--- config.mk ---
export PLATFORM = sky130hd
export DESIGN_NAME = qer_cdiv
export DESIGN_NICKNAME = d
export VERILOG_FILES = /design/src/rtl/core/qer_pkg.sv /design/src/rtl/core/qer_cdiv.sv
export SDC_FILE = /design/constraint.sdc
export NUM_CORES = 2
export LEC_CHECK = 0
export BUFFER_PORTS_ARGS = -buffer_cell sky130_fd_sc_hd__buf_2
export CORE_MARGIN = 2
export CORE_UTILIZATION = 40
export CTS_CLUSTER_SIZE = 30
export DETAILED_ROUTE_END_ITERATION = 8
export PLACE_DENSITY = 0.64
export SYNTH_ARGS = -nofsm -noshare
export SYNTH_HDL_FRONTEND = slang
export SYNTH_SLANG_ARGS = --single-unit
--- constraint.sdc ---
create_clock -name clk -period 30.9 [get_ports clk]
set_clock_uncertainty 0.1 [all_clocks]
set_input_delay 3.09 -clock clk [delete_from_list [all_inputs] [get_ports clk]]
set_output_delay 3.09 -clock clk [all_outputs]
set_load 0.02 [all_outputs]
--- src/rtl/core/qer_pkg.sv ---
// Shared types, widths, constants and table helpers for the quad element residual block.
`default_nettype none
package qer_pkg;

  localparam int NST          = 13;   // register stages from request to result
  localparam int MAX_GRID_DIM = 4096;
  localparam int PAW          = 4;    // APB address width
  localparam int YW           = 44;   // biased dividend width of the constant dividers
  localparam int MW           = 40;   // cubic monomial width
  localparam int PW           = 48;   // weighted cubic sum width
  localparam int LINW         = 40;   // linear term width
  localparam int NMONO        = 40;   // every pair product times every corner

  // offsets that keep the constant dividers' dividends non-negative, and half-divisor rounding terms
  localparam logic [YW-1:0] QBIAS   = 44'd1 << 36;
  localparam logic [YW-1:0] BIAS6   = 44'd6 << 36;
  localparam logic [YW-1:0] BIAS75  = 44'd75 << 36;
  localparam logic [YW-1:0] HALF6   = 44'd3;
  localparam logic [PW-1:0] HALF1200 = 48'd600;

  typedef enum logic [1:0] {
    REG_STIFF = 2'd0,
    REG_REACT = 2'd1,
    REG_COLS  = 2'd2,
    REG_ROWS  = 2'd3
  } reg_idx_t;

  typedef logic signed [31:0] val_t;

  typedef struct packed {
    logic signed [31:0] u_corner0;
    logic signed [31:0] u_corner1;
    logic signed [31:0] u_corner2;
    logic signed [31:0] u_corner3;
    logic [11:0]        elem_col;
    logic [11:0]        elem_row;
  } in_item_t;

  typedef struct packed {
    logic signed [31:0] residual0;
    logic signed [31:0] residual1;
    logic signed [31:0] residual2;
    logic signed [31:0] residual3;
    logic               replace0;
    logic               replace1;
    logic               replace2;
    logic               replace3;
  } out_item_t;

  // cubic mass integral terms: sorted corner triple and integer weight
  localparam logic [1:0] CUB_A [20] = '{0,0,0,0,0,0,0,0,0,0,1,1,1,1,1,1,2,2,2,3};
  localparam logic [1:0] CUB_B [20] = '{0,0,0,0,1,1,1,2,2,3,1,1,1,2,2,3,2,2,3,3};
  localparam logic [1:0] CUB_C [20] = '{0,1,2,3,1,2,3,2,3,3,1,2,3,2,3,3,2,3,3,3};
  localparam logic [5:0] CUB_W [20] = '{48,36,9,36,24,12,18,4,12,24,
                                        12,9,6,6,8,6,3,6,9,12};

  // the ten corner pairs in lexical order
  localparam logic [1:0] PAIR_A [10] = '{0,0,0,0,1,1,1,2,2,3};
  localparam logic [1:0] PAIR_B [10] = '{0,1,2,3,1,2,3,2,3,3};

  function automatic int pair_index(input int a, input int b);
    int base;
    case (a)
      0: base = 0;
      1: base = 4;
      2: base = 7;
      default: base = 9;
    endcase
    return base + b - a;
  endfunction

  // monomial used by term t seen from corner k: the rounded product of the
  // first two factors, times the third, stored at 4 * pair + third corner
  function automatic int rot_index(input int k, input int t);
    int x, y, z, tmp;
    x = (k + int'(CUB_A[t])) & 3;
    y = (k + int'(CUB_B[t])) & 3;
    z = (k + int'(CUB_C[t])) & 3;
    if (x > y) begin
      tmp = x; x = y; y = tmp;
    end
    return 4 * pair_index(x, y) + z;
  endfunction

endpackage
`default_nettype wire

--- src/rtl/core/qer_cdiv.sv ---
// Four-stage long divider by a constant, four lanes, one 11-bit digit per stage.
`default_nettype none
module qer_cdiv #(
  parameter int D = 6
) (
  input  wire logic                   clk,
  input  wire logic [3:0]             en,
  input  wire logic [qer_pkg::YW-1:0] y [4],
  output logic      [qer_pkg::YW-1:0] q [4]
);
  localparam int NCH = 4;
  localparam int YW  = qer_pkg::YW;
  localparam int W   = YW / NCH;
  localparam int RW  = $clog2(D);
  localparam int VW  = RW + W;
  localparam int SH  = 24;
  localparam int M   = (1 << SH) / D;
  localparam int PRW = VW + SH;

  logic [YW-1:0] y_r   [NCH][4];
  logic [RW-1:0] rem_r [NCH][4];
  logic [YW-1:0] quo_r [NCH][4];

  for (genvar j = 0; j < NCH; j++) begin : g_stage
    for (genvar l = 0; l < 4; l++) begin : g_lane
      logic [YW-1:0]  y_p, quo_p;
      logic [RW-1:0]  rem_p, rem_n;
      logic [VW-1:0]  v, r;
      logic [PRW-1:0] prod;
      logic [W-1:0]   est, dig;

      if (j == 0) begin : g_first
        assign y_p   = y[l];
        assign rem_p = '0;
        assign quo_p = '0;
      end else begin : g_next
        assign y_p   = y_r[j-1][l];
        assign rem_p = rem_r[j-1][l];
        assign quo_p = quo_r[j-1][l];
      end

      // reciprocal estimate is exact or one short; fix with one compare
      always_comb begin
        v    = {rem_p, y_p[YW-1-j*W -: W]};
        prod = PRW'(v) * PRW'(M);
        est  = prod[SH +: W];
        r    = v - VW'(est) * VW'(D);
        if (r >= VW'(D)) begin
          dig   = est + 1'b1;
          rem_n = RW'(r - VW'(D));
        end else begin
          dig   = est;
          rem_n = RW'(r);
        end
      end

      always_ff @(posedge clk) begin
        if (en[j]) begin
          y_r[j][l]   <= y_p;
          rem_r[j][l] <= rem_n;
          quo_r[j][l] <= {quo_p[YW-W-1:0], dig};
        end
      end
    end
  end

  for (genvar l = 0; l < 4; l++) begin : g_out
    assign q[l] = quo_r[NCH-1][l];
  end
endmodule
`default_nettype wire

* After elaboration in Yosys (flattened, before gate mapping) *
Memories as Yosys holds them, arrays and structs flattened.
Index checks and enable logic that the tools add are counted.

word-level totals
  output and inout port bits = 176
  memories kept = 3
  memory bits (writable) = 1456
  register bits after elaboration = 0

operators by class
  order comparisons = 16
  multiplexer cells = 40
  add/sub/neg operators = 48
  multipliers = 32

memory list
  memory  depth  bits a word  read ports  clocked after memory_dff  wr ports  line            RTL
  quo_r   4      176          4           0                         4         qer_cdiv.sv:22  logic [YW-1:0] quo_r [NCH][4];
  y_r     4      176          3           0                         4         qer_cdiv.sv:20  logic [YW-1:0] y_r [NCH][4];
  rem_r   4      12           3           0                         4         qer_cdiv.sv:21  logic [RW-1:0] rem_r [NCH][4];

operator list
  operator                                                                              count
  14-bit by 21-bit multiplier with 34-bit output, second input constant                 12
  14-bit by 3-bit greater-or-equal comparator with 1-bit output, second input constant  16
  14-bit subtractor                                                                     12
  11-bit by 2-bit multiplier with 13-bit output, second input constant                  12
  11-bit by 1-bit adder with 11-bit output, second input constant                       12
  11-bit 2-to-1 mux                                                                     12
  11-bit by 21-bit multiplier with 32-bit output, second input constant                 4
  11-bit by 12-bit subtractor with 13-bit output                                        4
  3-bit 2-to-1 mux                                                                      16
  9-bit by 2-bit multiplier with 11-bit output, second input constant                   4
  9-bit by 1-bit adder with 10-bit output, second input constant                        4
  10-bit 2-to-1 mux                                                                     4
  3-bit subtractor, second input constant                                               12
  3-bit by 2-bit subtractor with 3-bit output, second input constant                    4
  1-bit 2-to-1 mux                                                                      8

* Longest topological paths before layout *
An unclocked memory read counts as a cell.

  depth after elaboration = 6
  mapped depth = 46
  gate-level depth less buffers = 45

* Worst setup path before layout *
OpenSTA, ideal clock, no wires.

  path type = input to register
  start = input port y[126] (netlist name)
  end = memory quo_r[0][97] (netlist name), data pin
  arrival = 10718 ps
  setup time = 255 ps
  stages = 36
  setup slack = 19827 ps
  path buffers = 0
  cells stage by stage = ha_1 > inv_1 > fa_1 > fa_1 > inv_1 > fa_1 > inv_1 > fa_1 > inv_1 > ha_1 > a2111oi_0 > a21o_1 > a31oi_1 > a21oi_1 > xnor2_1 > ha_1 > inv_1 > fa_1 > nor2b_1 > o21ai_0 > a21oi_1 > o21ai_0 > nand2b_1 > a21o_1 > a21oi_1 > xor2_1 > ha_1 > a21oi_1 > a21oi_1 > o2111ai_1 > a2111oi_0 > o2111ai_1 > a221oi_1 > nor2_1 > and3_1 > and3_1

RTL lines
  what             line            RTL
  start, declared  qer_cdiv.sv:8   input wire logic [qer_pkg::YW-1:0] y [4],
  end, declared    qer_cdiv.sv:22

==> results.py <==
metrics = {
    "drt": {
        "drt_iter0_drc": 3010,
        "routed_wl_um": 196000,
        "post-route-drc-count": 0,
        "wl_per_cell_um": 17.6,
        "via_per_inst": 5.25,
        "dr.pass1.iters": 8,
        "drtAntennaViolNets": 0,
        "vias": 58400,
    },
    "global_routing": {
        "grt_max_degree": 94,
        "overflow": 0,
        "grt_usage_pct": 18.6,
        "antenna_found_initial": 30,
        "grt_pass1_vias": 60600,
        "grt_pass1_wl_um": 317000,
    },
    "clock_tree": {
        "post_cts_buffers": 0,
        "cts_tree": "done",
        "cts_resized": 0,
        "clk_path_buf_depth": 3,
        "clk_latency_ns": 0.74,
        "cts.sinks": 724,
        "clk_pin_slew_ns": 0.07,
        "holdBufCountCts": 0,
        "h-tree-depth": 3,
        "cts-buffers-inserted": 88,
        "cts-root-buf": "clkbuf_16",
    },
    "run_status": {
        "status": "finished clean",
    },
    "layout": {
        "fill_cells": 19400,
        "register_area_um2": 21700,
        "final_layout_size_suffix_gt1_share_pct": 7.54,
        "fin_util_pct": 44.1,
        "synthToLayoutAreaGrowth_pct": 9.71,
        "final_nets": 10800,
        "multiInputGateArea_um2": 55800,
    },
    "timing": {
        "fmax_mhz": 85.5,
        "finalSetupViolCount": 0,
        "tightestPinTransition_ns": 1.11,
        "period_needed_ns": 11.70,
        "rsz0062_at_grt": "no",
        "hold_slack_ns": 0.292,
        "relSlewSlack_pct": 25.7,
        "hold_violations": 0,
        "tns_ns": 0,
        "period_share_pct": 37.9,
        "slew_violations": 0,
    },
    "synthesis": {
        "ys.warnings.count": 0,
        "synth_top_area_share_pct": 26.2,
        "synth_flop_cell": "edfxtp_1",
        "yosys.cell_count.top_type": "ha_1",
        "synthArstFlopShare_pct": 0,
        "ys_ff_latch": 724,
        "synth_cell_types": 111,
        "synth.area.top_cells": "edfxtp_1 (26%), ha_1 (24%), fa_1 (16%)",
        "syn_area_um2": 83100,
        "syn_inst": 7932,
        "yosys.area.top_type": "edfxtp_1",
        "synth_edf_count": 724,
        "ys_seq_area_share_pct": 26.2,
        "ys_top_cells_by_count": "ha_1 (1572), inv_1 (1404), edfxtp_1 (724)",
        "syn-mean-instance-area_um2": 10.5,
    },
    "worst_hold_path": {
        "worstHoldPathType": "register to register",
        "hold_depth": 0,
        "holdPathEnd": "quo_r[3][149]$_DFFE_PP_",
        "hp-start": "quo_r[2][138]$_DFFE_PP_",
    },
    "worst_setup_path": {
        "slowest_stage": "a221oi_1",
        "crit_arrival_ns": 12.05,
        "worst_setup_path_end_kind": "register",
        "r2r_start": "y_r[1][99]$_DFFE_PP_",
        "cpPeakStageDelay_ns": 0.88,
        "start_kind": "primary input",
        "ff2ff_setup_slack_ns": 19.51,
        "required_ns": 31.25,
        "reg2regPathDepth": 41,
        "cp_max_fo": 7,
        "critPathKind": "primary input to register",
        "reg2reg_to": "quo_r[3][97]$_DFFE_PP_",
    },
    "die": {
        "core_um2": 207000,
        "die_w_um": 460,
        "rows": 167,
        "dieHeight_um": 460,
        "start_util_pct": 40.2,
        "io_pins": 357,
        "dieArea_um2": 211000,
    },
    "flow_run": {
        "max_cap_violations": 0,
    },
    "place": {
        "dp_hpwl_um": 162000,
        "numPortBuffers": 352,
        "finalWeightedCongestion": 0.895,
    },
}
cell type report:
type / instances / share of cell area (%)
sequential: 724 / 23.9
clock inverter: 59 / 0.732
multi-input combinational: 5743 / 61.2
tap: 2704 / 3.71
inverter: 1407 / 5.80
clock buffer: 101 / 2.49
antenna: 17 / 0.0467
timing repair buffer: 372 / 2.14
stage by stage:
stage | worst slack [ns] | instance area (µm²) | std cells
6_report | 19.20 | 91100 | 11100
5_1_grt | 18.53 | 91100 | 11100
4_1_cts | 19.29 | 91100 | 11100
3_5_place_dp | 18.52 | 88100 | 10900
3_3_place_gp | 18.71 | 88100 | 10900
2_1_floorplan | 19.83 | 83100 | 7935
routing by layer:
| layer | share of wire [%] | global-route usage (%) | vias up |
|---|---|---|---|
| li1 | - | - | 28700 |
| met1 | 45 | 24.1 | 28400 |
| met2 | 48 | 31.5 | 1028 |
| met3 | 4.4 | 2.88 | 278 |
| met4 | 3.3 | 6.27 | 12 |
| met5 | 0.042 | 0 | - |
state kept, by name (all words and copies together) (netlist names):
name   flops
quo_r    424
y_r      276
rem_r     24
worst max-delay path by stage:
stage          startpoint                    endpoint  slack (ns)  depth (start not counted)
2_1_floorplan      y[126]  quo_r[0][97]$_SDFFCE_PP0P_       19.83                         36
3_3_place_gp       y[126]  quo_r[0][97]$_SDFFCE_PP0P_       18.71                         36
3_5_place_dp       y[126]      quo_r[0][95]$_DFFE_PP_       18.52                         37
4_1_cts            y[126]      quo_r[0][95]$_DFFE_PP_       19.29                         37
5_1_grt            y[126]      quo_r[0][95]$_DFFE_PP_       18.53                         37
6_report           y[126]      quo_r[0][95]$_DFFE_PP_       19.20                         37
cells in the final DEF (no fill, tap or decap), drive strengths merged, types with 30 or more instances in the layout:
master  instances
nor4           34
ha           1572
clkinv         30
nor3          144
inv          1419
and2           49
o21ai         278
nor2b          81
nand2         287
o21a           78
a21o          175
o21bai         52
nand3         129
fa            668
or2            33
a31oi          51
xnor2         396
xor2          171
nor2          295
a211oi         47
or3            32
a21boi         38
a21oi         366
buf           371
nand4          67
o211ai         47
clkbuf        102
edfxtp        724
nand2b         79
and3           80
critical path: cells and delay by family:
| family | cells | cell delay (ns) |
|---|---|---|
| fa+ha+maj | 9 | 3.68 |
| buf+inv | 6 | 0.46 |
| simple gates | 5 | 0.78 |
| xor+xnor | 3 | 0.46 |
| compound gates | 14 | 3.57 |
cell families (layout without fill, tap and decap cells):
kind of cell / Yosys count / after routing / share of synthesized area [%]
multiplexers: 43 / 43 / 0.554
AND/OR/NAND/NOR: 1417 / 1417 / 8.85
flip-flops: 724 / 724 / 26.2
AO/OA/AOI/OAI: 1465 / 1465 / 11.8
XOR/XNOR: 568 / 568 / 6.02
buffers and inverters: 1468 / 1939 / 6.70
other: 1 / 21 / 0.00452
adder cells (fa/ha/maj): 2246 / 2246 / 39.9
Power is not shown: default switching activity piles up to over one toggle a cycle in this logic, so the estimate is an artifact.
